## config.mk

```make
export PLATFORM = sky130hd
export DESIGN_NAME = integer_set_table
export DESIGN_NICKNAME = d
export VERILOG_FILES = /design/src/rtl/ist_pkg.sv /design/src/rtl/ist_ram.sv /design/src/rtl/ist_ctrl.sv /design/src/rtl/ist_dpath.sv /design/src/rtl/integer_set_table.sv
export VERILOG_INCLUDE_DIRS = /design/src /design/src/rtl
export SDC_FILE = /design/constraint.sdc
export NUM_CORES = 2
export LEC_CHECK = 0
export BUFFER_PORTS_ARGS = -buffer_cell sky130_fd_sc_hd__buf_4
export CAP_MARGIN = 10
export CORE_MARGIN = 4
export CORE_UTILIZATION = 32
export DETAILED_ROUTE_END_ITERATION = 16
export PLACE_DENSITY = 0.5
export SLEW_MARGIN = 20
export SYNTH_ARGS = -nofsm -noshare
export SYNTH_HDL_FRONTEND = slang
export SYNTH_SLANG_ARGS = --single-unit
```

## constraint.sdc

```tcl
create_clock -name clk -period 6.49 [get_ports clk]
set_input_delay 1.298 -clock clk [delete_from_list [all_inputs] [get_ports clk]]
set_output_delay 1.298 -clock clk [all_outputs]
set_load 0.03 [all_outputs]
```

## src/rtl/assert_macros.svh

```systemverilog
// ----------------------------------------------------------------------------
// assert_macros.svh
// Shared assertion macros: clocked on clk, disabled while arst_n is low
// ----------------------------------------------------------------------------
`ifndef ASSERT_MACROS_SVH
`define ASSERT_MACROS_SVH

// property must hold at every rising edge out of reset
`define ASSERT_AT(lbl, prop, msg) \
	lbl: assert property (@(posedge clk) disable iff (!arst_n) (prop)) else $error(msg);

// condition must never be true at a rising edge out of reset
`define ASSERT_NEVER(lbl, cond, msg) \
	lbl: assert property (@(posedge clk) disable iff (!arst_n) !(cond)) else $error(msg);

`endif

```

## src/rtl/ist_pkg.sv

```systemverilog
// ----------------------------------------------------------------------------
// ist_pkg
// Types and constants shared by the integer set table modules
// ----------------------------------------------------------------------------
package ist_pkg;

	localparam int CAPACITY_DEF = 64;

	typedef enum logic [1:0] {
		OP_INSERT = 2'd0,
		OP_REMOVE = 2'd1,
		OP_LOOKUP = 2'd2,
		OP_CLEAR  = 2'd3
	} op_t;

	typedef struct packed {
		op_t                operation;
		logic signed [31:0] value;
	} req_t;

	typedef struct packed {
		logic               was_member;
		logic [6:0]         entry_count;
		logic signed [31:0] largest;
		logic signed [31:0] smallest;
		logic               is_empty;
		logic               status;
	} rsp_t;

	typedef enum logic [1:0] {
		ST_IDLE,
		ST_SCAN,
		ST_SHIFT,
		ST_FINISH
	} st_t;

	// controller to datapath
	typedef struct packed {
		logic load;
		logic scan_rd;
		logic shift_init;
		logic shift_rd;
		logic commit;
	} cmd_t;

	// datapath to controller
	typedef struct packed {
		op_t  op;
		logic rd_done;
		logic rd_busy;
		logic found;
		logic out_busy;
	} sts_t;

endpackage

```

## src/rtl/ist_ram.sv

```systemverilog
// ----------------------------------------------------------------------------
// ist_ram
// Generic RAM: one write port, one read port, registered read data
// ----------------------------------------------------------------------------
module ist_ram #(
	parameter int WIDTH = 32,
	parameter int DEPTH = 64,
	localparam int AW = (DEPTH > 1) ? $clog2(DEPTH) : 1
) (
	input  logic             clk,
	input  logic             we,
	input  logic [AW-1:0]    waddr,
	input  logic [WIDTH-1:0] wdata,
	input  logic             re,
	input  logic [AW-1:0]    raddr,
	output logic [WIDTH-1:0] rdata
);

	logic [WIDTH-1:0] mem [DEPTH];

	// write port
	always_ff @(posedge clk) begin
		if (we) begin
			mem[waddr] <= wdata;
		end
	end

	// registered read port
	always_ff @(posedge clk) begin
		if (re) begin
			rdata <= mem[raddr];
		end
	end

endmodule

```

## src/rtl/ist_ctrl.sv

```systemverilog
// ----------------------------------------------------------------------------
// ist_ctrl
// Sequencer for the set table: accept, scan, shift on remove, finish
// ----------------------------------------------------------------------------
module ist_ctrl
	import ist_pkg::*;
(
	input  logic clk,
	input  logic arst_n,
	input  logic in_valid,
	output logic in_ready,
	input  op_t  in_op,
	input  sts_t sts,
	output cmd_t cmd
);

	st_t state_q, state_d;

	// state register
	always_ff @(posedge clk or negedge arst_n) begin
		if (!arst_n) begin
			state_q <= ST_IDLE;
		end else begin
			state_q <= state_d;
		end
	end

	// next state and commands
	always_comb begin
		state_d  = state_q;
		cmd      = '0;
		in_ready = 1'b0;
		unique case (state_q)
			ST_IDLE: begin
				in_ready = 1'b1;
				if (in_valid) begin
					cmd.load = 1'b1;
					state_d  = (in_op == OP_CLEAR) ? ST_FINISH : ST_SCAN;
				end
			end
			ST_SCAN: begin
				if (!sts.rd_done) begin
					cmd.scan_rd = 1'b1;
				end else if (!sts.rd_busy) begin
					if (sts.op == OP_REMOVE && sts.found) begin
						cmd.shift_init = 1'b1;
						state_d        = ST_SHIFT;
					end else begin
						state_d = ST_FINISH;
					end
				end
			end
			ST_SHIFT: begin
				if (!sts.rd_done) begin
					cmd.shift_rd = 1'b1;
				end else if (!sts.rd_busy) begin
					state_d = ST_FINISH;
				end
			end
			ST_FINISH: begin
				if (!sts.out_busy) begin
					cmd.commit = 1'b1;
					state_d    = ST_IDLE;
				end
			end
			default: begin
				state_d = ST_IDLE;
			end
		endcase
	end

endmodule

```

## src/rtl/ist_dpath.sv

```systemverilog
// ----------------------------------------------------------------------------
// ist_dpath
// Entry store, scan compare and min/max accumulators, count and result register
// ----------------------------------------------------------------------------
module ist_dpath
	import ist_pkg::*;
#(
	parameter int CAPACITY = CAPACITY_DEF,
	localparam int AW = $clog2(CAPACITY),
	localparam int CW = $clog2(CAPACITY + 1)
) (
	input  logic clk,
	input  logic arst_n,
	input  req_t in_data,
	input  cmd_t cmd,
	output sts_t sts,
	output logic out_valid,
	input  logic out_ready,
	output rsp_t out_data
);

	op_t                op_q;
	logic signed [31:0] value_q;
	logic [CW-1:0]      rd_ptr_q;
	logic [CW-1:0]      count_q;
	logic               rd_vld_s1;
	logic               rd_shift_s1;
	logic [AW-1:0]      rd_addr_s1;
	logic               found_q;
	logic [AW-1:0]      pos_q;
	logic               any_q;
	logic signed [31:0] max_q;
	logic signed [31:0] min_q;
	logic               out_valid_q;
	rsp_t               out_q;

	logic               re;
	logic               we;
	logic [AW-1:0]      waddr;
	logic [31:0]        wdata;
	logic [31:0]        rdata;
	logic signed [31:0] elem;
	logic               room;
	logic               ins_new;
	logic               incl_v;
	logic [CW-1:0]      count_d;
	rsp_t               rsp_d;

	assign re    = cmd.scan_rd | cmd.shift_rd;
	assign elem  = $signed(rdata);
	assign room  = count_q < CW'(CAPACITY);
	assign ins_new = (op_q == OP_INSERT) && !found_q && room;

	// write port: shift moves an entry down one place, insert appends
	always_comb begin
		if (rd_vld_s1 && rd_shift_s1) begin
			we    = 1'b1;
			waddr = rd_addr_s1 - AW'(1);
			wdata = rdata;
		end else begin
			we    = cmd.commit && ins_new;
			waddr = count_q[AW-1:0];
			wdata = value_q;
		end
	end

	ist_ram #(
		.WIDTH(32),
		.DEPTH(CAPACITY)
	) u_ram (
		.clk  (clk),
		.we   (we),
		.waddr(waddr),
		.wdata(wdata),
		.re   (re),
		.raddr(rd_ptr_q[AW-1:0]),
		.rdata(rdata)
	);

	// control registers: read pointer, read pipe, count, output valid
	always_ff @(posedge clk or negedge arst_n) begin
		if (!arst_n) begin
			rd_ptr_q    <= '0;
			rd_vld_s1   <= 1'b0;
			count_q     <= '0;
			out_valid_q <= 1'b0;
		end else begin
			rd_vld_s1 <= re;
			if (cmd.load) begin
				rd_ptr_q <= '0;
			end else if (cmd.shift_init) begin
				rd_ptr_q <= CW'(pos_q) + CW'(1);
			end else if (re) begin
				rd_ptr_q <= rd_ptr_q + CW'(1);
			end
			if (cmd.commit) begin
				count_q <= count_d;
			end
			if (cmd.commit) begin
				out_valid_q <= 1'b1;
			end else if (out_ready) begin
				out_valid_q <= 1'b0;
			end
		end
	end

	// request capture, read pipe payload and scan accumulators
	always_ff @(posedge clk) begin
		rd_addr_s1  <= rd_ptr_q[AW-1:0];
		rd_shift_s1 <= cmd.shift_rd;
		if (cmd.load) begin
			op_q    <= in_data.operation;
			value_q <= in_data.value;
			found_q <= 1'b0;
			any_q   <= 1'b0;
		end else if (rd_vld_s1 && !rd_shift_s1) begin
			// min/max over entries other than the request value
			if (elem == value_q) begin
				found_q <= 1'b1;
				pos_q   <= rd_addr_s1;
			end else begin
				any_q <= 1'b1;
				if (!any_q || elem > max_q) begin
					max_q <= elem;
				end
				if (!any_q || elem < min_q) begin
					min_q <= elem;
				end
			end
		end
		if (cmd.commit) begin
			out_q <= rsp_d;
		end
	end

	// result of the operation
	always_comb begin
		incl_v  = ((op_q == OP_INSERT) && (found_q || room)) ||
			((op_q == OP_LOOKUP) && found_q);
		count_d = count_q;
		rsp_d   = '0;
		unique case (op_q)
			OP_INSERT: count_d = ins_new ? count_q + CW'(1) : count_q;
			OP_REMOVE: count_d = found_q ? count_q - CW'(1) : count_q;
			OP_LOOKUP: count_d = count_q;
			OP_CLEAR:  count_d = '0;
			default:   count_d = count_q;
		endcase
		rsp_d.was_member  = (op_q != OP_CLEAR) && found_q;
		rsp_d.entry_count = 7'(count_d);
		rsp_d.is_empty    = (count_d == '0);
		rsp_d.status      = (op_q == OP_INSERT) && !found_q && !room;
		if (op_q == OP_CLEAR) begin
			rsp_d.largest  = '0;
			rsp_d.smallest = '0;
		end else if (any_q) begin
			rsp_d.largest  = (incl_v && value_q > max_q) ? value_q : max_q;
			rsp_d.smallest = (incl_v && value_q < min_q) ? value_q : min_q;
		end else if (incl_v) begin
			rsp_d.largest  = value_q;
			rsp_d.smallest = value_q;
		end else begin
			rsp_d.largest  = '0;
			rsp_d.smallest = '0;
		end
	end

	assign sts.op       = op_q;
	assign sts.rd_done  = (rd_ptr_q == count_q);
	assign sts.rd_busy  = rd_vld_s1;
	assign sts.found    = found_q;
	assign sts.out_busy = out_valid_q && !out_ready;

	assign out_valid = out_valid_q;
	assign out_data  = out_q;

endmodule

```

## src/rtl/integer_set_table.sv

```systemverilog
// ----------------------------------------------------------------------------
// integer_set_table
// Set of distinct signed 32-bit integers with insert, remove, lookup, clear
// ----------------------------------------------------------------------------
// One request at a time. Entries sit in insertion order in a single-port-read
// RAM, and every insert, remove or lookup scans the stored entries through
// that one read port, one per cycle, to find the value and the largest and
// smallest entries. A remove that hits then moves the later entries down one
// place, again one per cycle through the same port. The next request is taken
// the cycle after the result is loaded. A new request is taken while the
// previous result still waits in the output register; loading the new result
// then waits until the previous one is taken. No clearing pass is needed
// after reset.
`include "assert_macros.svh"

module integer_set_table
	import ist_pkg::*;
#(
	parameter int CAPACITY = CAPACITY_DEF
) (
	input  logic clk,
	input  logic arst_n,
	input  logic in_valid,
	output logic in_ready,
	input  req_t in_data,
	output logic out_valid,
	input  logic out_ready,
	output rsp_t out_data
);

	cmd_t cmd;
	sts_t sts;

	// sequencer
	ist_ctrl u_ctrl (
		.clk     (clk),
		.arst_n  (arst_n),
		.in_valid(in_valid),
		.in_ready(in_ready),
		.in_op   (in_data.operation),
		.sts     (sts),
		.cmd     (cmd)
	);

	// entry store and result datapath
	ist_dpath #(
		.CAPACITY(CAPACITY)
	) u_dpath (
		.clk      (clk),
		.arst_n   (arst_n),
		.in_data  (in_data),
		.cmd      (cmd),
		.sts      (sts),
		.out_valid(out_valid),
		.out_ready(out_ready),
		.out_data (out_data)
	);

	`ASSERT_AT(a_one_at_a_time, in_valid && in_ready |=> !in_ready, "request taken while busy")
	`ASSERT_NEVER(a_full_not_member, out_valid && out_data.status && out_data.was_member, "full status on member")
	`ASSERT_AT(a_empty_zero, out_valid && out_data.is_empty |-> out_data.largest == 0 && out_data.smallest == 0, "empty set with nonzero extremes")
	`ASSERT_AT(a_order, out_valid && !out_data.is_empty |-> $signed(out_data.largest) >= $signed(out_data.smallest), "largest below smallest")

endmodule

```

==> results.sh <==
export IMPL_slew_violations=0
export IMPL_clock_tree_buffer_depth=4
export IMPL_netlist_cell_type_count=60
export IMPL_final_cell_count_no_fill=8208
export IMPL_routed_via_count=42800
export IMPL_numClockSinks=2285
export IMPL_power_per_cell_area_nw_per_um2=454
export IMPL_dp_final_hpwl_um=154000
export IMPL_placed_cells_incl_taps=7774
export IMPL_dominantRegCellSynth="sky130_fd_sc_hd__edfxtp_1"
export IMPL_async_reset_ff_share_pct=0.788
export IMPL_dieArea_um2=291000
export IMPL_hold_buffers=0
export IMPL_report_final_hold_viol_count=0
export IMPL_worst_r2r_setup_slack_ns=1.84
export IMPL_final_nets=4462
export IMPL_post_cts_setup_driven_buffer_insertion_count=0
export IMPL_crit_arrival_ns=5.17
export IMPL_route_detailed_vias_per_inst=5.22
export IMPL_rr_endpoint="u_dpath.u_ram.mem[22][24]"
export IMPL_grt_start_max_net_pins=98
export IMPL_tritoncts_num_buffers=237
export IMPL_finClkSkew_ns=0.107
export IMPL_first_pass_iters=5
export IMPL_layout_cells_most_common_list="sky130_fd_sc_hd__edfxtp_1 (2,258), sky130_fd_sc_hd__mux4_2 (659), sky130_fd_sc_hd__clkbuf_16 (238), sky130_fd_sc_hd__buf_4 (214), sky130_fd_sc_hd__ha_1 (134)"
export IMPL_die_height_um=539
export IMPL_antenna_violations_before_repair=31
export IMPL_static_leakage_power_nw=32.5
export IMPL_layout_area_overhead_vs_synth_pct=15.8
export IMPL_netlist_area_um2=90300
export IMPL_postSynthAreaPerCell_um2=22.6
export IMPL_drt_iter0_drc=5071
export IMPL_cts_tree="built"
export IMPL_finish_utilization_pct=37.3
export IMPL_cts_max_level=4
export IMPL_final_period_minus_worst_setup_slack_ns=4.65
export IMPL_finalWeightedCongestion=0.810
export IMPL_max_clock_freq_ghz=0.215
export IMPL_drt_drc_violations_left=0
export IMPL_synth_edff_count=2258
export IMPL_final_period_utilization_pct=71.6
export IMPL_worstSetupPathType="reg -> reg"
export IMPL_number_of_violations_of_the_max_capacitance_limit=0
export IMPL_startpoint_type="register"
export IMPL_postSynthNetCount=4166
export IMPL_placementRows=194
export IMPL_routedWlPerCell_um=30.7
export IMPL_layout_commonest_cell="sky130_fd_sc_hd__edfxtp_1"
export IMPL_routed_wl_um=252000
export IMPL_grt_pass1_vias=42500
export IMPL_rsz0062_at_grt="false"
export IMPL_design_power_total_mw=47.4
export IMPL_top_level_ports=114
export IMPL_clk_pin_slew_worst_paths_ns=0.06
export IMPL_relSlewSlack_pct=22.9
export IMPL_postRouteAntennaNets=0
export IMPL_worst_endpoint_required_ns=7.01
export IMPL_hold_class="in -> async"
export IMPL_placeableCoreArea_um2=280000
export IMPL_timing_critical_path_to_type="register"
export IMPL_chipWidth_um=539
export IMPL_report_final_setup_viol=0
export IMPL_floorplan_initialDensity_pct=32.2
export IMPL_worstSkewPairLatency_ns=0.91
export IMPL_timing_rr_start="u_dpath.op_q[1]"
export IMPL_place_port_buffers=113
export IMPL_gr_total_overflow=0
export IMPL_synthesis_yosys_warnings=0
export IMPL_ys_seq_elements=2285
export IMPL_post_route_cells_drive_above_1_share_pct=30.4
export IMPL_synth_yosys_seq_area_share_pct=75.8
export IMPL_tightest_slew_ns=1.16
export IMPL_r2r_cells=7
export IMPL_grt_first_pass_wirelength_um=350000
export IMPL_setup_total_negative_slack_ns=0
export IMPL_cp_max_fo=17
export IMPL_outcome="finished, final reports clean"
export IMPL_irDropWorstVdd_mv=0.325
export IMPL_ctsResizeCount=0
export IMPL_ctsRootBufferMaster="sky130_fd_sc_hd__clkbuf_16"
export IMPL_global_route_usage_total_pct=16.9
export IMPL_syn_instance_count=3994
## layer usage
layer	vias to the layer above	GRT usage (%)	share of wire, %
met4	2	3.13	1.9
met5	-	0	0.0052
met3	298	3.17	7.5
li1	17600	-	-
met1	23300	25.8	46
met2	1587	25.5	45
## metrics by stage
step	hold WS [ns]	instance area [um2]	setup slack, ns
floorplan	0.342	90300	1.26
global placement	0.453	96800	1.19
detailed placement	0.451	97000	1.25
CTS	0.323	105000	1.83
global route	0.339	105000	1.51
finish	0.383	105000	1.84
## state kept, by name, summed over array words and instances, names as in the netlist, 7 cells and up
name / count
u_dpath.u_ram.mem: 2048
u_dpath.out_data: 74
u_dpath.max_q: 32
u_dpath.min_q: 32
u_dpath.u_ram.rdata: 32
u_dpath.value_q: 32
u_dpath.count_q: 7
u_dpath.rd_ptr_q: 7
## layout make-up
class / count / area (um2)
diodes: 8 / 20.0
clock buffers: 284 / 6140
clock inverters: 141 / 1460
fillers: 25400 / 176000
inverters: 82 / 308
multi-input cells: 1444 / 21400
flip-flops and latches: 2285 / 68500
well taps: 3724 / 4660
repair buffers: 240 / 2150
## synth_stat cells (all sizes together), types with 6 or more instances
library cell / number / area, um2
nand2b: 7 / 43.8
clkbuf: 89 / 334
mux2: 48 / 541
nor4: 7 / 43.8
a21o: 12 / 90.1
o21a: 8 / 60.1
mux2i: 17 / 170
nor3: 14 / 70.1
nand3: 13 / 65.1
nor2: 98 / 368
xnor2: 45 / 394
buf: 94 / 464
mux4: 659 / 14800
inv: 81 / 304
edfxtp: 2258 / 67800
a22o: 64 / 561
o21ai: 45 / 225
nor2b: 7 / 43.8
xor2: 17 / 149
dfxtp: 9 / 180
nand2: 80 / 300
a21oi: 54 / 270
a21boi: 8 / 60.1
dfrtp: 18 / 450
ha: 134 / 1680
o22ai: 6 / 37.5
nand4: 35 / 219
a211oi: 11 / 82.6
## critical path, stage by stage, from the launching register on
cell and delay [ns]:
sky130_fd_sc_hd__edfxtp_1 0.55, sky130_fd_sc_hd__nor4_1 0.62, sky130_fd_sc_hd__nand2_1 0.28, sky130_fd_sc_hd__o31ai_1 0.90
sky130_fd_sc_hd__nand2_1 0.71, sky130_fd_sc_hd__buf_4 0.42, sky130_fd_sc_hd__nor2_4 0.53, sky130_fd_sc_hd__buf_4 0.32
## report_power, final
group	switching (mW)	internal (mW)	leakage (nW)
Sequential	0.955	18.3	20.7
Combinational	9.05	5.63	8.14
Clock	5.68	7.82	3.72
Total	15.7	31.8	32.5
## worst max-delay path by stage
stage                                from                        end  slack, ns  depth (start not counted)
after global placement          out_ready   u_dpath.u_ram.mem[0][12]       1.19                          8
final                     u_dpath.op_q[1]  u_dpath.u_ram.mem[22][24]       1.84                          7
after global routing      u_dpath.op_q[1]  u_dpath.u_ram.mem[22][30]       1.51                          7
after detailed placement        out_ready  u_dpath.u_ram.mem[24][13]       1.25                          8
after CTS                 u_dpath.op_q[1]  u_dpath.u_ram.mem[22][24]       1.83                          7
after floorplan                 out_ready    u_dpath.u_ram.mem[8][0]       1.26                          7
## logic make-up after synthesis
kind of cell	synth area share, %
xor gates and xnor gates	0.601
muxes	17.2
adders and majority gates	1.86
DFF	75.8
buffers and inverters	1.23
and+or+nand+nor	1.47
AOI/OAI and AO/OA	1.83
Note: power is estimated with default switching activity, not from simulation.
